--- src/rtl/core/acfr_pkg.sv ---
`timescale 1ns / 1ps
// ----------------------------------------------------------------------------
// acfr_pkg: shared types and constants of the framed byte receiver
// Beat structs, verdict codes, framing bytes and the ASCII hex encoder.
// ----------------------------------------------------------------------------
package acfr_pkg;

   localparam logic [7:0] START_BYTE = 8'h02;
   localparam logic [7:0] TAIL_BYTE  = 8'h03;
   localparam logic [7:0] BROADCAST  = 8'hFF;
   localparam logic [7:0] MIN_LENGTH = 8'd8;
   localparam logic [7:0] OWN_ADDRESS_RESET = 8'd1;

   localparam logic KIND_DATA    = 1'b0;
   localparam logic KIND_VERDICT = 1'b1;

   typedef enum logic [2:0] {
      ST_OK        = 3'd0,
      ST_CHECKSUM  = 3'd1,
      ST_BAD_TAIL  = 3'd2,
      ST_ADDRESS   = 3'd3,
      ST_TOO_SHORT = 3'd4,
      ST_TRUNCATED = 3'd5
   } status_type;

   typedef struct packed {
      logic [7:0] rx_byte;
      logic       end_of_buffer;
   } req_type;

   typedef struct packed {
      logic       kind;
      logic [7:0] data_byte;
      logic [7:0] command;
      logic [7:0] frame_type;
      logic [7:0] channel;
      logic [7:0] payload_length;
      status_type status;
   } rsp_type;

   typedef struct packed {
      logic    valid;
      rsp_type payload;
   } result_type;

   // uppercase ASCII hex digit of one nibble
   function automatic logic [7:0] hex_char(input logic [3:0] nib);
      logic [7:0] wide;
      wide = {4'h0, nib};
      return (nib < 4'd10) ? (8'h30 + wide) : (8'h37 + wide);
   endfunction

endpackage

--- src/rtl/core/ascii_checksum_frame_receiver.sv ---
`timescale 1ns / 1ps
// ----------------------------------------------------------------------------
// ascii_checksum_frame_receiver: framed byte receiver with hex sum check
// Hunts for STX, parses header, forwards payload, issues a frame verdict.
// ----------------------------------------------------------------------------
// Usage:
//   req_*  : one received byte per beat plus an end-of-burst flag.
//   rsp_*  : a forwarded payload byte (kind 0) or a frame verdict (kind 1),
//            carrying the header fields seen so far in the frame.
//   csr_*  : write-only own_address register, always ready; write it only
//            while the block is idle.
// Frame: STX, length L, type, channel, command, L-8 payload bytes, two
//   uppercase hex chars of the 8-bit sum of bytes 1..L-4, ETX.
// Throughput: one byte per cycle while rsp_stall is low. Bytes outside a
//   frame give no beat; header/checksum bytes give one only as a verdict.
// Path: a response beat follows its accepted byte through the input
//   register, then the parser into the output register.
// Reset: synchronous; the parser hunts for STX, own_address returns to 1.
// Stall: if rsp_stall holds the output register full, the parser pauses and
//   req_stall rises once the input register is also occupied; nothing is
//   lost or reordered.
// ----------------------------------------------------------------------------
module ascii_checksum_frame_receiver (
   input  logic              clock,
   input  logic              reset,
   input  logic              req_valid,
   output logic              req_stall,
   input  acfr_pkg::req_type req_payload,
   output logic              rsp_valid,
   input  logic              rsp_stall,
   output acfr_pkg::rsp_type rsp_payload,
   input  logic              csr_valid,
   output logic              csr_ready,
   input  logic [7:0]        csr_data
);
   import acfr_pkg::*;

   logic [7:0] own_addr_ff, own_addr_in;
   logic       held_valid;
   req_type    held_payload;
   logic       room;
   logic       advance;
   result_type result;

   // config register, always accepting
   assign csr_ready   = 1'b1;
   assign own_addr_in = (csr_valid && csr_ready) ? csr_data : own_addr_ff;

   always_ff @(posedge clock) begin
      if (reset) begin
         own_addr_ff <= OWN_ADDRESS_RESET;
      end else begin
         own_addr_ff <= own_addr_in;
      end
   end

   // parser steps whenever a byte is held and the output side has room
   assign advance = held_valid && room;

   acfr_in_reg u_in_reg (
      .clock        (clock),
      .reset        (reset),
      .req_valid    (req_valid),
      .req_stall    (req_stall),
      .req_payload  (req_payload),
      .advance      (advance),
      .held_valid   (held_valid),
      .held_payload (held_payload)
   );

   acfr_parser u_parser (
      .clock       (clock),
      .reset       (reset),
      .advance     (advance),
      .item        (held_payload),
      .own_address (own_addr_ff),
      .result      (result)
   );

   acfr_out_reg u_out_reg (
      .clock       (clock),
      .reset       (reset),
      .advance     (advance),
      .result      (result),
      .rsp_valid   (rsp_valid),
      .rsp_stall   (rsp_stall),
      .rsp_payload (rsp_payload),
      .room        (room)
   );

`ifndef SYNTHESIS
   // input only backs up when the output register is blocked
   a_stall_cause: assert property (@(posedge clock) disable iff (reset)
      req_stall |-> rsp_valid && rsp_stall)
      else $error("input stalled without output back-pressure");

   // a held byte with a free output register is always consumed
   a_no_idle: assert property (@(posedge clock) disable iff (reset)
      held_valid && !rsp_valid |-> advance)
      else $error("held byte not processed while output free");

   // a stalled result beat stays put
   a_rsp_hold: assert property (@(posedge clock) disable iff (reset)
      rsp_valid && rsp_stall |=> rsp_valid && $stable(rsp_payload))
      else $error("stalled result beat changed");
`endif

endmodule

--- src/rtl/core/acfr_in_reg.sv ---
`timescale 1ns / 1ps
// ----------------------------------------------------------------------------
// acfr_in_reg: input beat register
// Captures one request beat; holds it until the parser consumes it.
// ----------------------------------------------------------------------------
module acfr_in_reg (
   input  logic              clock,
   input  logic              reset,
   input  logic              req_valid,
   output logic              req_stall,
   input  acfr_pkg::req_type req_payload,
   input  logic              advance,
   output logic              held_valid,
   output acfr_pkg::req_type held_payload
);
   import acfr_pkg::*;

   logic    valid_ff, valid_in;
   req_type payload_ff, payload_in;
   logic    take;

   assign req_stall = valid_ff && !advance;
   assign take      = req_valid && !req_stall;

   always_comb begin
      valid_in   = valid_ff;
      payload_in = payload_ff;
      if (take) begin
         valid_in   = 1'b1;
         payload_in = req_payload;
      end else if (advance) begin
         valid_in = 1'b0;
      end
   end

   always_ff @(posedge clock) begin
      if (reset) begin
         valid_ff <= 1'b0;
      end else begin
         valid_ff <= valid_in;
      end
      payload_ff <= payload_in;
   end

   assign held_valid   = valid_ff;
   assign held_payload = payload_ff;

endmodule

--- src/rtl/core/acfr_parser.sv ---
`timescale 1ns / 1ps
// ----------------------------------------------------------------------------
// acfr_parser: frame state machine
// Walks one byte per beat through the frame, keeps header fields and the
// running sum, and forms the forwarded byte or verdict for that beat.
// ----------------------------------------------------------------------------
module acfr_parser (
   input  logic                 clock,
   input  logic                 reset,
   input  logic                 advance,
   input  acfr_pkg::req_type    item,
   input  logic [7:0]           own_address,
   output acfr_pkg::result_type result
);
   import acfr_pkg::*;

   typedef enum logic [2:0] {
      PH_HUNT,
      PH_LEN,
      PH_TYPE,
      PH_CHAN,
      PH_CMD,
      PH_BODY,
      PH_TAIL_GOOD,
      PH_TAIL_BAD
   } phase_type;

   phase_type  phase_ff, phase_in;
   logic [7:0] pos_ff, pos_in;
   logic [7:0] len_ff, len_in;
   logic [7:0] type_ff, type_in;
   logic [7:0] chan_ff, chan_in;
   logic [7:0] cmd_ff, cmd_in;
   logic [7:0] sum_ff, sum_in;
   logic [7:0] hex1_ff, hex1_in;

   logic       verdict;
   status_type code;
   logic       forward;
   logic       taken;
   logic [8:0] pos_ext, len_ext;
   logic [7:0] b;

   assign b       = item.rx_byte;
   assign pos_ext = {1'b0, pos_ff};
   assign len_ext = {1'b0, len_ff};

   always_comb begin
      phase_in = phase_ff;
      pos_in   = pos_ff + 8'd1;
      len_in   = len_ff;
      type_in  = type_ff;
      chan_in  = chan_ff;
      cmd_in   = cmd_ff;
      sum_in   = sum_ff;
      hex1_in  = hex1_ff;
      verdict  = 1'b0;
      code     = ST_OK;
      forward  = 1'b0;
      taken    = 1'b1;
      case (phase_ff)
         PH_HUNT: begin
            if (b == START_BYTE) begin
               len_in   = '0;
               type_in  = '0;
               chan_in  = '0;
               cmd_in   = '0;
               sum_in   = '0;
               hex1_in  = '0;
               phase_in = PH_LEN;
            end else begin
               taken  = 1'b0;
               pos_in = pos_ff;
            end
         end
         PH_LEN: begin
            len_in = b;
            sum_in = sum_ff + b;
            if (b < MIN_LENGTH) begin
               verdict = 1'b1;
               code    = ST_TOO_SHORT;
            end else begin
               phase_in = PH_TYPE;
            end
         end
         PH_TYPE: begin
            type_in  = b;
            sum_in   = sum_ff + b;
            phase_in = PH_CHAN;
         end
         PH_CHAN: begin
            chan_in = b;
            sum_in  = sum_ff + b;
            if (b != own_address && b != BROADCAST) begin
               verdict = 1'b1;
               code    = ST_ADDRESS;
            end else begin
               phase_in = PH_CMD;
            end
         end
         PH_CMD: begin
            cmd_in   = b;
            sum_in   = sum_ff + b;
            phase_in = PH_BODY;
         end
         PH_BODY: begin
            if (pos_ext + 9'd4 <= len_ext) begin
               sum_in  = sum_ff + b;
               forward = 1'b1;
            end else if (pos_ext + 9'd3 == len_ext) begin
               hex1_in = b;
            end else if (hex1_ff == hex_char(sum_ff[7:4]) && b == hex_char(sum_ff[3:0])) begin
               phase_in = PH_TAIL_GOOD;
            end else begin
               phase_in = PH_TAIL_BAD;
            end
         end
         default: begin
            verdict = 1'b1;
            if (b != TAIL_BYTE) begin
               code = ST_BAD_TAIL;
            end else if (phase_ff == PH_TAIL_BAD) begin
               code = ST_CHECKSUM;
            end else begin
               code = ST_OK;
            end
         end
      endcase

      // burst ended mid-frame: truncation overrides a forwarded byte
      if (taken && !verdict && item.end_of_buffer) begin
         verdict = 1'b1;
         code    = ST_TRUNCATED;
         forward = 1'b0;
      end
      if (verdict) begin
         phase_in = PH_HUNT;
         pos_in   = '0;
      end

      result.valid                  = verdict || forward;
      result.payload.kind           = verdict ? KIND_VERDICT : KIND_DATA;
      result.payload.data_byte      = forward ? b : 8'd0;
      result.payload.command        = cmd_in;
      result.payload.frame_type     = type_in;
      result.payload.channel        = chan_in;
      result.payload.payload_length = (len_in >= MIN_LENGTH) ? (len_in - MIN_LENGTH) : 8'd0;
      result.payload.status         = verdict ? code : ST_OK;
   end

   always_ff @(posedge clock) begin
      if (reset) begin
         phase_ff <= PH_HUNT;
         pos_ff   <= '0;
         len_ff   <= '0;
         type_ff  <= '0;
         chan_ff  <= '0;
         cmd_ff   <= '0;
         sum_ff   <= '0;
         hex1_ff  <= '0;
      end else if (advance) begin
         phase_ff <= phase_in;
         pos_ff   <= pos_in;
         len_ff   <= len_in;
         type_ff  <= type_in;
         chan_ff  <= chan_in;
         cmd_ff   <= cmd_in;
         sum_ff   <= sum_in;
         hex1_ff  <= hex1_in;
      end
   end

`ifndef SYNTHESIS
   // a verdict always sends the machine back to hunting
   a_verdict_rehunt: assert property (@(posedge clock) disable iff (reset)
      advance && result.valid && result.payload.kind == KIND_VERDICT
      |=> phase_ff == PH_HUNT)
      else $error("parser did not return to hunt after verdict");

   // while hunting the position counter sits at zero
   a_hunt_pos: assert property (@(posedge clock) disable iff (reset)
      phase_ff == PH_HUNT |-> pos_ff == 8'd0)
      else $error("position nonzero while hunting");

   // a forwarded byte only comes out of the payload section
   a_fwd_body: assert property (@(posedge clock) disable iff (reset)
      result.valid && result.payload.kind == KIND_DATA |-> phase_ff == PH_BODY)
      else $error("data beat outside payload");
`endif

endmodule

--- src/rtl/core/acfr_out_reg.sv ---
`timescale 1ns / 1ps
// ----------------------------------------------------------------------------
// acfr_out_reg: result beat register
// Holds one response beat until the consumer takes it.
// ----------------------------------------------------------------------------
module acfr_out_reg (
   input  logic                 clock,
   input  logic                 reset,
   input  logic                 advance,
   input  acfr_pkg::result_type result,
   output logic                 rsp_valid,
   input  logic                 rsp_stall,
   output acfr_pkg::rsp_type    rsp_payload,
   output logic                 room
);
   import acfr_pkg::*;

   logic    valid_ff, valid_in;
   rsp_type payload_ff, payload_in;

   // free now, or emptied at this edge
   assign room = !valid_ff || !rsp_stall;

   always_comb begin
      valid_in   = valid_ff;
      payload_in = payload_ff;
      if (advance) begin
         valid_in   = result.valid;
         payload_in = result.payload;
      end else if (!rsp_stall) begin
         valid_in = 1'b0;
      end
   end

   always_ff @(posedge clock) begin
      if (reset) begin
         valid_ff <= 1'b0;
      end else begin
         valid_ff <= valid_in;
      end
      payload_ff <= payload_in;
   end

   assign rsp_valid   = valid_ff;
   assign rsp_payload = payload_ff;

endmodule
--- config.mk ---
export PLATFORM = sky130hd
export DESIGN_NAME = ascii_checksum_frame_receiver
export DESIGN_NICKNAME = d
export VERILOG_FILES = /design/src/rtl/core/acfr_pkg.sv /design/src/rtl/core/ascii_checksum_frame_receiver.sv /design/src/rtl/core/acfr_in_reg.sv /design/src/rtl/core/acfr_parser.sv /design/src/rtl/core/acfr_out_reg.sv
export SDC_FILE = /design/constraint.sdc
export NUM_CORES = 1
export LEC_CHECK = 0
export ABC_AREA = 0
export BUFFER_PORTS_ARGS = -buffer_cell sky130_fd_sc_hd__buf_2
export CAP_MARGIN = 10
export CORE_MARGIN = 2
export CORE_UTILIZATION = 53
export DETAILED_ROUTE_END_ITERATION = 7
export PLACE_DENSITY = 0.84
export SETUP_SLACK_MARGIN = 0.15
export SLEW_MARGIN = 20
export SYNTH_ARGS = -nofsm -noshare
export SYNTH_HDL_FRONTEND = slang
export SYNTH_SLANG_ARGS = --single-unit
--- constraint.sdc ---
create_clock -name clock -period 3.23 [get_ports clock]
set_input_delay 0.1615 -clock clock [delete_from_list [all_inputs] [get_ports clock]]
set_output_delay 0.1615 -clock clock [all_outputs]
set_load 0.005 [all_outputs]
## After elaboration in Yosys (flattened, before gate mapping)

Cells that the tools add are included.

| storage, ports and cells | value |
|---|---|
| logic and storage cells | 132 |
| register bits | 122 |
| output and inout bits | 47 |
| bits of input ports | 22 |

| operators by class | value |
|---|---|
| $add $sub $neg | 9 |
| equal/unequal tests | 23 |
| muxes and demuxes | 47 |
| bitwise logic cells | 1 |
| magnitude comparators | 5 |
| reduce and logical (&&, ||, !) cells | 26 |

Operator list:

| cell | number |
|---|---|
| two-way mux 8 bit | 13 |
| case mux 8 bit (2 select lines) | 5 |
| adder 6 x 4 -> 7 bit, first input constant | 4 |
| two-way mux 3 bit | 9 |
| case mux 8 bit (3 select lines) | 1 |
| case mux 3 bit (6 select lines) | 1 |
| == test 8 bit | 2 |
| two-way mux 1 bit | 15 |
| != test 3 x 2 -> 1 bit, second input constant | 4 |
| adder 8 x 2 -> 9 bit, second input constant | 1 |
| adder 8 x 3 -> 9 bit, second input constant | 1 |
| == test 3 bit, second input constant | 3 |
| == test 9 x 8 -> 1 bit | 1 |
| less-or-equal comparator 9 x 8 -> 1 bit | 1 |
| case mux 3 bit (3 select lines) | 1 |
| adder 8 x 1 -> 8 bit, second input constant | 1 |
| adder 8 bit | 1 |
| == test 8 x 2 -> 1 bit, second input constant | 1 |
| >= comparator 8 x 4 -> 1 bit, second input constant | 1 |
| < comparator 4 bit, second input constant | 2 |
| < comparator 8 x 4 -> 1 bit, second input constant | 1 |
| != test 2 x 1 -> 1 bit, second input constant | 4 |
| != test 8 x 2 -> 1 bit, second input constant | 1 |
| != test 8 bit | 1 |
| 22 further kinds | 36 |

## Logic depth before layout (Yosys ltp)

Gate-level depths: netlist of run 1.

| depth | value |
|---|---|
| depth in word-level cells | 10 |
| mapped depth | 14 |
| mapped depth without buffers | 11 |

## Hierarchy

Synthesis of run 1 repeated with hierarchy kept, for this count alone.

| second synthesis, totals | value |
|---|---|
| cell total of the unflattened synthesis | 607 |
| area, all modules | 6,120.9 µm² |

By module, submodules not included:

| module | cells each | area an instance (µm²) | sequential area each (µm²) | instances |
|---|---|---|---|---|
| acfr_parser | 517 | 4,125.2 | 1,181.1 | 1 |
| acfr_out_reg | 48 | 1,367.6 | 1,341.3 | 1 |
| acfr_in_reg | 13 | 320.3 | 290.3 | 1 |
| ascii_checksum_frame_receiver | 29 | 307.8 | 160.2 | 1 |

## Worst setup path after synthesis of run 1

Ideal clock, no wire load.

| path | value |
|---|---|
| path type | register to register |
| from | register u_out_reg.valid_ff, in the netlist u_out_reg.rsp_valid |
| to | register u_parser.type_ff[0] |
| setup slack | 204 ps |
| arrival time | 2,898 ps |
| clock period less this slack | 3,026 ps |
| stages on the path, launching flop included | 8 |
| buffers on the path | 1 |
| required time | 3,102 ps |
| cell sequence | dfxtp_1 > nand2_1 > nand2_1 > inv_1 > clkbuf_1 > nand3_1 > a22oi_1 > nor2_1 |

| between the ends | value |
|---|---|
| cells in the longest elaborated chain, start to end | 3 |

Ends and longest elaborated chain:

| item | line | source |
|---|---|---|
| from (decl) | acfr_out_reg.sv:18 | `logic valid_ff, valid_in;` |
| from (signal assigned) | acfr_out_reg.sv:39 | `valid_ff <= valid_in;` |
| logical NOT 1 bit | acfr_out_reg.sv:22 | `assign room = !valid_ff \|\| !rsp_stall;` |
| logical OR 1 bit | acfr_out_reg.sv:22 |  |
| logical AND 1 bit | ascii_checksum_frame_receiver.sv:58 | `assign advance = held_valid && room;` |
| net advance | ascii_checksum_frame_receiver.sv:42 | `logic advance;` |
| to (signal assigned) | acfr_parser.sv:165 | `type_ff <= type_in;` |
| to (decl) | acfr_parser.sv:31 | `logic [7:0] type_ff, type_in;` |

The timed path passes the listed nets, and every way through them passes these cells.
A chain may end at the register's enable or synchronous reset.

## Final worst setup path of run 1

| path | value |
|---|---|
| from | register u_parser.pos_ff[2] |
| to | register u_parser.sum_ff[7] |

| between the ends | value |
|---|---|
| cells in the longest elaborated chain, start to end | 4 |

Ends and longest elaborated chain:

| item | line | source |
|---|---|---|
| from (decl) | acfr_parser.sv:29 | `logic [7:0] pos_ff, pos_in;` |
| from (signal assigned) | acfr_parser.sv:163 | `pos_ff <= pos_in;` |
| adder 8 x 3 -> 9 bit | acfr_parser.sv:107 | `if (pos_ext + 9'd4 <= len_ext) begin` |
| less-or-equal comparator 9 x 8 -> 1 bit | acfr_parser.sv:107 |  |
| != test 2 x 1 -> 1 bit (no line) | -- |  |
| AND reduction 4 bit (no line) | -- |  |
| to (signal assigned) | acfr_parser.sv:168 | `sum_ff <= sum_in;` |
| to (decl) | acfr_parser.sv:34 | `logic [7:0] sum_ff, sum_in;` |

Every way passes these cells.

==> results by group, run 1 <==
Timing
  • RSZ-0062 raised after global routing: no
  • Worst-margin pin slew: approximately 0.88 ns
  • Final setup fails: 0
  • WHS: 0.0105 ns
  • Post-Route Skew: ~0.0081 ns
  • Fin. max-slew vios: 0
  • Period utilization: between 90 and 100%
  • Fmax: roughly 340 MHz
  • Hold Fails Final Rpt: 0
  • Worst rel slew slack: 41.3%
  • Tmin final: just under 3 ns

Clock network
  • Max Root-Sink Buffers: 2
  • Htree depth: 4
  • Reg clk slew, reported paths: around 0.060 ns
  • Sink Count: 122
  • Skew-Pair Late Insertion Delay: about 0.42 ns
  • Num CTS Buffers: 17
  • Clock root buffer: clkbuf_16
  • CTS tree: built
  • Setup Buffers After CTS: 0

Yosys
  • Count of state elements after synthesis: about 120
  • Most frequent cell after synthesis: nor2_1
  • Synth area leader: edfxtp_1
  • YS warnings: 0
  • Main flop type after synthesis: dfxtp_1
  • Syn_nets: approximately 680
  • Synth cell count leaders: 79 x nor2_1, 69 x dfxtp_1, 53 x edfxtp_1
  • Post-synth top area share: ~25%
  • Post-synthesis sequential area ratio: a little under half
  • Unique masters post-synth: 75
  • Post-synth EDFFs: 53
  • Synth Instances: between 600 and 700
  • Avg Cell Area, Syn: between 9 and 10 um^2
  • Ranking of synthesized cells by area: edfxtp_1 25%, dfxtp_1 22%, nor2_1 4.7%
  • Asr flop ratio synth: 0%
  • Mapped cell area: 6270 um^2

Power
  • Worst vdd ir: about 0.00046 V
  • Sw Pwr: around 860 uW
  • Gate power share: roughly 5.8%
  • Pwr/cell area: 490 nW/um^2
  • Internal: approximately 2.9 mW
  • Clk pwr share: around half
  • LEAKAGE: around 2.9 nW
  • Tot Pwr: 3.73 mW
  • Switching fraction of total power: a little under a quarter
  • Flop pwr share: 44.8%

Route
  • Vias: approximately 5400
  • Vias per std cell: 6.04
  • DRT Pass-1 Iters: 6
  • 1st-iter DRT viols: between 400 and 500
  • Final WL: 15.9 mm
  • DRC errors left: 0
  • Wirelength per Cell: approximately 18 um
  • ANT nets after route: 0

Critical path
  • Worst reg-to-reg path cell count: 11
  • Crit-path max FO: 14
  • Reg-to-reg slack, setup: between 0.3 and 0.4 ns
  • CP startpoint: u_parser.pos_ff[2]
  • Critical path type: flop to flop
  • Critical Path Sink Type: flop
  • R2r endpoint: u_parser.sum_ff[7]
  • Critical path endpoint: u_parser.sum_ff[7]
  • Reg2Reg Launch Point: u_parser.pos_ff[2]
  • Critical path required time: 3.58 ns
  • Arr. time, crit path: roughly 3.3 ns
  • CP most frequent cell: ha_1
  • CP max-delay cell: or4_1
  • Crit path largest cell delay: roughly 0.54 ns
  • Critical Path Start Type: flop
  • Cells along the critical path: ha_1 -> and3_1 -> xor2_1 -> ha_1 -> nand4_1 -> or2_2 -> o311ai_1 -> and3_2 -> o31ai_4 -> or4_1 -> a21oi_1

Global route
  • Largest net degree at the start of global routing: 56
  • GRT Overall Usage: between 20% and 30%
  • Vias in the first global route: between 5000 and 6000
  • GR Overflow Total: 0
  • Global-route wire length before repair: approximately 25 mm
  • Initial antenna violation count: 0

Final layout
  • Area of the multi-input gates: about 3000 um^2
  • P&R area growth vs syn: 21.4%
  • Final core utilization: 66.4%
  • Layout cells sized above 1: between 20% and 30%
  • Inserted Diodes: 0
  • Layout fillers: 813
  • Final nets: 776
  • Reg area: between 2000 and 3000 um^2

Floorplanning
  • Total Die Area: 12700 um^2
  • Die height: ~110 um
  • Starting Density: a little over half
  • Width of the die: 113 um
  • IO Count: 69
  • Core footprint: roughly 11000 um^2
  • # rows: 39

Placement
  • Routability Congestion: between 0.9 and 1
  • Port Buf Inserts: 67
  • DP HPWL: 10.4 mm

Hold path
  • Hold crit path type: input pin to flop

Outcome
  • Status: finished, final reports clean

Run
  • Number of max-cap violations: 0
per-stage QoR:
| stage | setup slack [ns] | TNS, ns | std cells | cell area (um^2) |
|---|---|---|---|---|
| finish | 0.309 | 0 | 888 | 7620 |
| CTS | 0.213 | 0 | 888 | 7590 |
| detailed placement | -0.107 | -0.236 | 839 | 6840 |
| floorplan | 0.204 | 0 | 634 | 6270 |
| global placement | 0.0670 | 0 | 839 | 6840 |
| global route | 0.127 | 0 | 888 | 7620 |
placed cells by master (no fill, tap or decap), types with 19 or more instances in the layout:
cell type  count
buf_4         38
xor2_1        19
inv_1         22
nand2_1       42
edfxtp_1      53
buf_2         67
a21oi_1       24
ha_1          21
a22o_1        24
nor2_1        79
a22oi_1       37
dfxtp_1       69
worst min-delay path by stage:
stage                         startpoint                        to  slack, ns  depth (start not counted)
after global routing         csr_data[2]            own_addr_ff[2]       0.03                          3
after floorplan           req_payload[0]  u_in_reg.held_payload[0]       0.26                          0
final                        csr_data[2]            own_addr_ff[2]       0.01                          3
after global placement    req_payload[8]  u_in_reg.held_payload[8]       0.34                          1
after CTS                    csr_data[2]            own_addr_ff[2]      0.002                          3
after detailed placement  req_payload[1]  u_in_reg.held_payload[1]       0.34                          1
per-layer routing:
| metal | vias up | track usage, % | share of wire [%] |
|---|---|---|---|
| li1 | 2484 | - | - |
| met1 | 2575 | 30.7 | 40 |
| met2 | 249 | 43.2 | 50 |
| met3 | 53 | 5.14 | 6.8 |
| met4 | 0 | 11.4 | 3.6 |
| met5 | - | 0 | 0 |
registers in the layout (all words and copies together), names as in the netlist:
name and cells:
u_parser.chan_ff 8, u_out_reg.rsp_valid 1, u_parser.hex1_ff 8, u_parser.pos_ff 8
own_addr_ff 8, u_in_reg.held_valid 1, u_parser.len_ff 8, u_in_reg.held_payload 9
u_parser.phase_ff 3, u_parser.type_ff 8, u_parser.sum_ff 8, u_parser.cmd_ff 8
u_out_reg.rsp_payload 44
power groups by stage:
stage          Clock (mW)  Combinational (mW)  Sequential, mW
3_5_place_dp            0               0.194            1.70
6_report             1.84               0.216            1.67
2_1_floorplan           0               0.124            1.70
4_1_cts              1.85               0.212            1.67
5_1_grt              1.92               0.234            1.67
3_3_place_gp            0               0.186            1.70
critical path, delay by kind of cell, from the launching register on:
family          cells  cell delay, ns
compound gates      3            0.38
simple gates        5            1.53
fa+ha+maj           2            0.49
xor+xnor            1            0.14
flops               1            0.32
final cells by class:
cell class	instances	area share [%]
Clock buffer	17	5.59
Clock inverter	15	1.95
Inverter	24	1.18
Multi-Input combinational cell	445	39.5
Sequential cell	122	39.0
Tap cell	143	2.35
Timing Repair Buffer	122	10.4
timing repair:
item                                   4_1_cts  5_1_grt
hold buffers                                17        0
endpoints found under the hold margin       17        0
setup endpoints to repair                    8       18
pin swaps                                    0        2
resized for setup                            1        6
cells by family (layout without fill, tap and decap cells):
family	after synthesis	after routing	synth area share, %
fa+ha+maj	22	22	4.51
buf+inv	67	178	5.09
other cells	1	1	0.0598
xor+xnor	36	36	5.03
simple gates	217	217	17.3
flops	122	122	47.4
mux	18	18	2.89
compound gates	151	151	17.7
(Power assumes the default switching activity.)
==> run 2, diff against run 1 <==
--- a/config.mk
+++ b/config.mk
@@ -6,7 +6,7 @@
 export NUM_CORES = 1
 export LEC_CHECK = 0
 export ABC_AREA = 0
-export BUFFER_PORTS_ARGS = -buffer_cell sky130_fd_sc_hd__buf_2
+export BUFFER_PORTS_ARGS = -buffer_cell sky130_fd_sc_hd__buf_4
 export CAP_MARGIN = 10
 export CORE_MARGIN = 2
 export CORE_UTILIZATION = 53
==> run 2 against run 1 <==
Compared with the run above:
- first-iteration DRC count is 32% higher
- sequential share of layout area decreased by 0.84 points
- clock-buffer cell count increased by 1
- core utilization is 1.5 points higher
- clock power hardly changed
- routed wire length fell by 1.5%
- sequential cell count did not move
- largest cell class unchanged
- highest routed layer unchanged
==> results by group, run 2 (synthesis gave the netlist of run 1 again) <==
Outcome
  • Status: finished, final reports clean

Floorplanning
  • # rows: 39
  • IO Count: between 60 and 70
  • Core footprint: ~11000 um^2
  • Starting Density: a little over half
  • Width of the die: roughly 110 um
  • Total Die Area: 12700 um^2
  • Die height: 113 um

Hold path
  • Hold Path Depth: 3
  • Hold Crit Start: rsp_stall
  • Hold EP: u_out_reg.rsp_valid
  • Hold crit path type: input pin to flop

Critical path
  • Critical path required time: between 3 and 4 ns
  • Crit path largest cell delay: 0.50 ns
  • Critical Path Start Type: flop
  • Arr. time, crit path: between 3 and 4 ns
  • Critical path type: flop to flop
  • Reg2Reg Launch Point: u_in_reg.held_payload[6]
  • CP max-delay cell: nor4_2
  • R2r endpoint: u_out_reg.rsp_payload[10]
  • Critical Path Sink Type: flop
  • CP startpoint: u_in_reg.held_payload[6]
  • Cells along the critical path: nor4_2 -> nor4b_4 -> o21ai_1 -> a22oi_1 -> ha_1 -> o221ai_1 -> mux2_2
  • Crit-path max FO: 8
  • Worst reg-to-reg path cell count: 7
  • Reg-to-reg slack, setup: between 0.2 and 0.3 ns

Placement
  • DP HPWL: slightly above 10 mm
  • Placed cells: 834
  • Routability Congestion: ~0.9
  • Port Buf Inserts: 67

Route
  • Vias per std cell: between 5 and 6
  • ANT nets after route: 0
  • Wirelength per Cell: 17.7 um
  • DRT Pass-1 Iters: 7
  • 1st-iter DRT viols: 590
  • Vias: ~5300
  • Final WL: about 16 mm
  • DRC errors left: 0

Global route
  • Vias in the first global route: 5203
  • Largest net degree at the start of global routing: 65
  • GRT Overall Usage: between 20 and 25%
  • GR Overflow Total: 0
  • Initial antenna violation count: 0
  • Global-route wire length before repair: ~25 mm

Clock network
  • Htree depth: 4
  • Max Root-Sink Buffers: 2
  • Reg clk slew, reported paths: 0.06 ns
  • Sink Count: 122
  • CTS tree: built
  • Skew-Pair Late Insertion Delay: approximately 0.42 ns
  • Clock root buffer: clkbuf_16
  • Num CTS Buffers: 17

Timing
  • Period utilization: ~92%
  • Tmin final: slightly below 3 ns
  • RSZ-0062 raised after global routing: no
  • Fin. max-slew vios: 0
  • Post-Route Skew: 0.00805 ns
  • Fmax: 336 MHz
  • Final setup fails: 0
  • Hold Fails Final Rpt: 0
  • WHS: between 0.05 and 0.06 ns
  • Worst-margin pin slew: just under 0.9 ns
  • Worst rel slew slack: a little over two fifths

Power
  • Pwr/cell area: around 480 nW/um^2
  • Worst vdd ir: roughly 0.00044 V
  • Tot Pwr: about 3.8 mW
  • LEAKAGE: just under 3 nW

Final layout
  • P&R area growth vs syn: 24.1%
  • Final nets: 774
  • Max FFs per register: 44
  • Final core utilization: between 60% and 70%
  • Layout fillers: 795
  • Non-Filler Instances: slightly below 900
  • Inserted Diodes: 0
  • Most frequent cells in the layout: 101 x buf_4, 79 x nor2_1, 69 x dfxtp_1
  • Layout cells sized above 1: approximately a fifth
  • Commonest non-fill, non-tap cell in the layout: buf_4

Run
  • Number of max-cap violations: 0
## run 2: cell types whose count changed in the layout (fill, tap and decap cells not counted), moves of 2 or more
cell      before  now
clkinv_4       2    0
buf_2         67    0
clkinv_1       3    1
buf_4         38  101
clkinv_2       3    5
## run 2: how the worst max path moves through the flow
stage                                      endpoint  slack (ns)  depth (start not counted)
after floorplan                 u_parser.type_ff[0]        0.20                          7
final                     u_out_reg.rsp_payload[10]        0.25                          7
after global routing      u_out_reg.rsp_payload[10]        0.16                          7
after global placement           u_parser.sum_ff[7]        0.08                         12
after detailed placement         u_parser.sum_ff[7]       -0.14                         12
after CTS                        u_parser.sum_ff[7]        0.24                         12
## run 2: per-stage QoR
step,worst slack (ns),setup TNS (ns),cell area [um^2]
2_1_floorplan,0.204,0,6270
3_3_place_gp,0.0787,0,6970
3_5_place_dp,-0.136,-0.368,6970
4_1_cts,0.238,0,7740
5_1_grt,0.158,0,7780
6_report,0.251,0,7780
## run 2: repair_timing
item,CTS,global route
gates resized for setup,1,2
hold endpoints to repair,18,0
endpoints found under the setup margin,8,6
hold buffers,18,0
pin swaps,0,1
gates cloned,0,0
buffers inserted,0,2
## run 2: routing by layer
metal	GRT usage [%]	up-vias	part of all wire [%]
met5	0	-	0
met4	10.8	0	2.1
met3	5.41	31	8.2
met2	41.8	252	50
met1	30.7	2513	40
li1	-	2477	-
## run 2: critical path: cells and delay by family, from the launching register on
kind / cells / cell delay, ns
AND/OR/NAND/NOR: 2 / 0.98
flip-flops: 1 / 0.42
multiplexers: 1 / 0.29
AO/OA/AOI/OAI: 3 / 0.77
adder cells (fa/ha/maj): 1 / 0.26
## run 2: report_power, final
group	switching [mW]	internal, mW	leakage, nW
registers	0.0196	1.65	1.07
clock network	0.706	1.16	0.283
logic	0.131	0.107	1.59
total	0.857	2.91	2.95
## run 2: area by class of cell
type	count	area, um^2	share of cell area (%)
Clock buffer	18	439	5.64
Clock inverter	14	143	1.83
Inverter	24	90.1	1.16
Multi-Input combinational cell	445	3000	38.6
Sequential cell	122	2970	38.2
Tap cell	143	179	2.30
Timing Repair Buffer	120	958	12.3
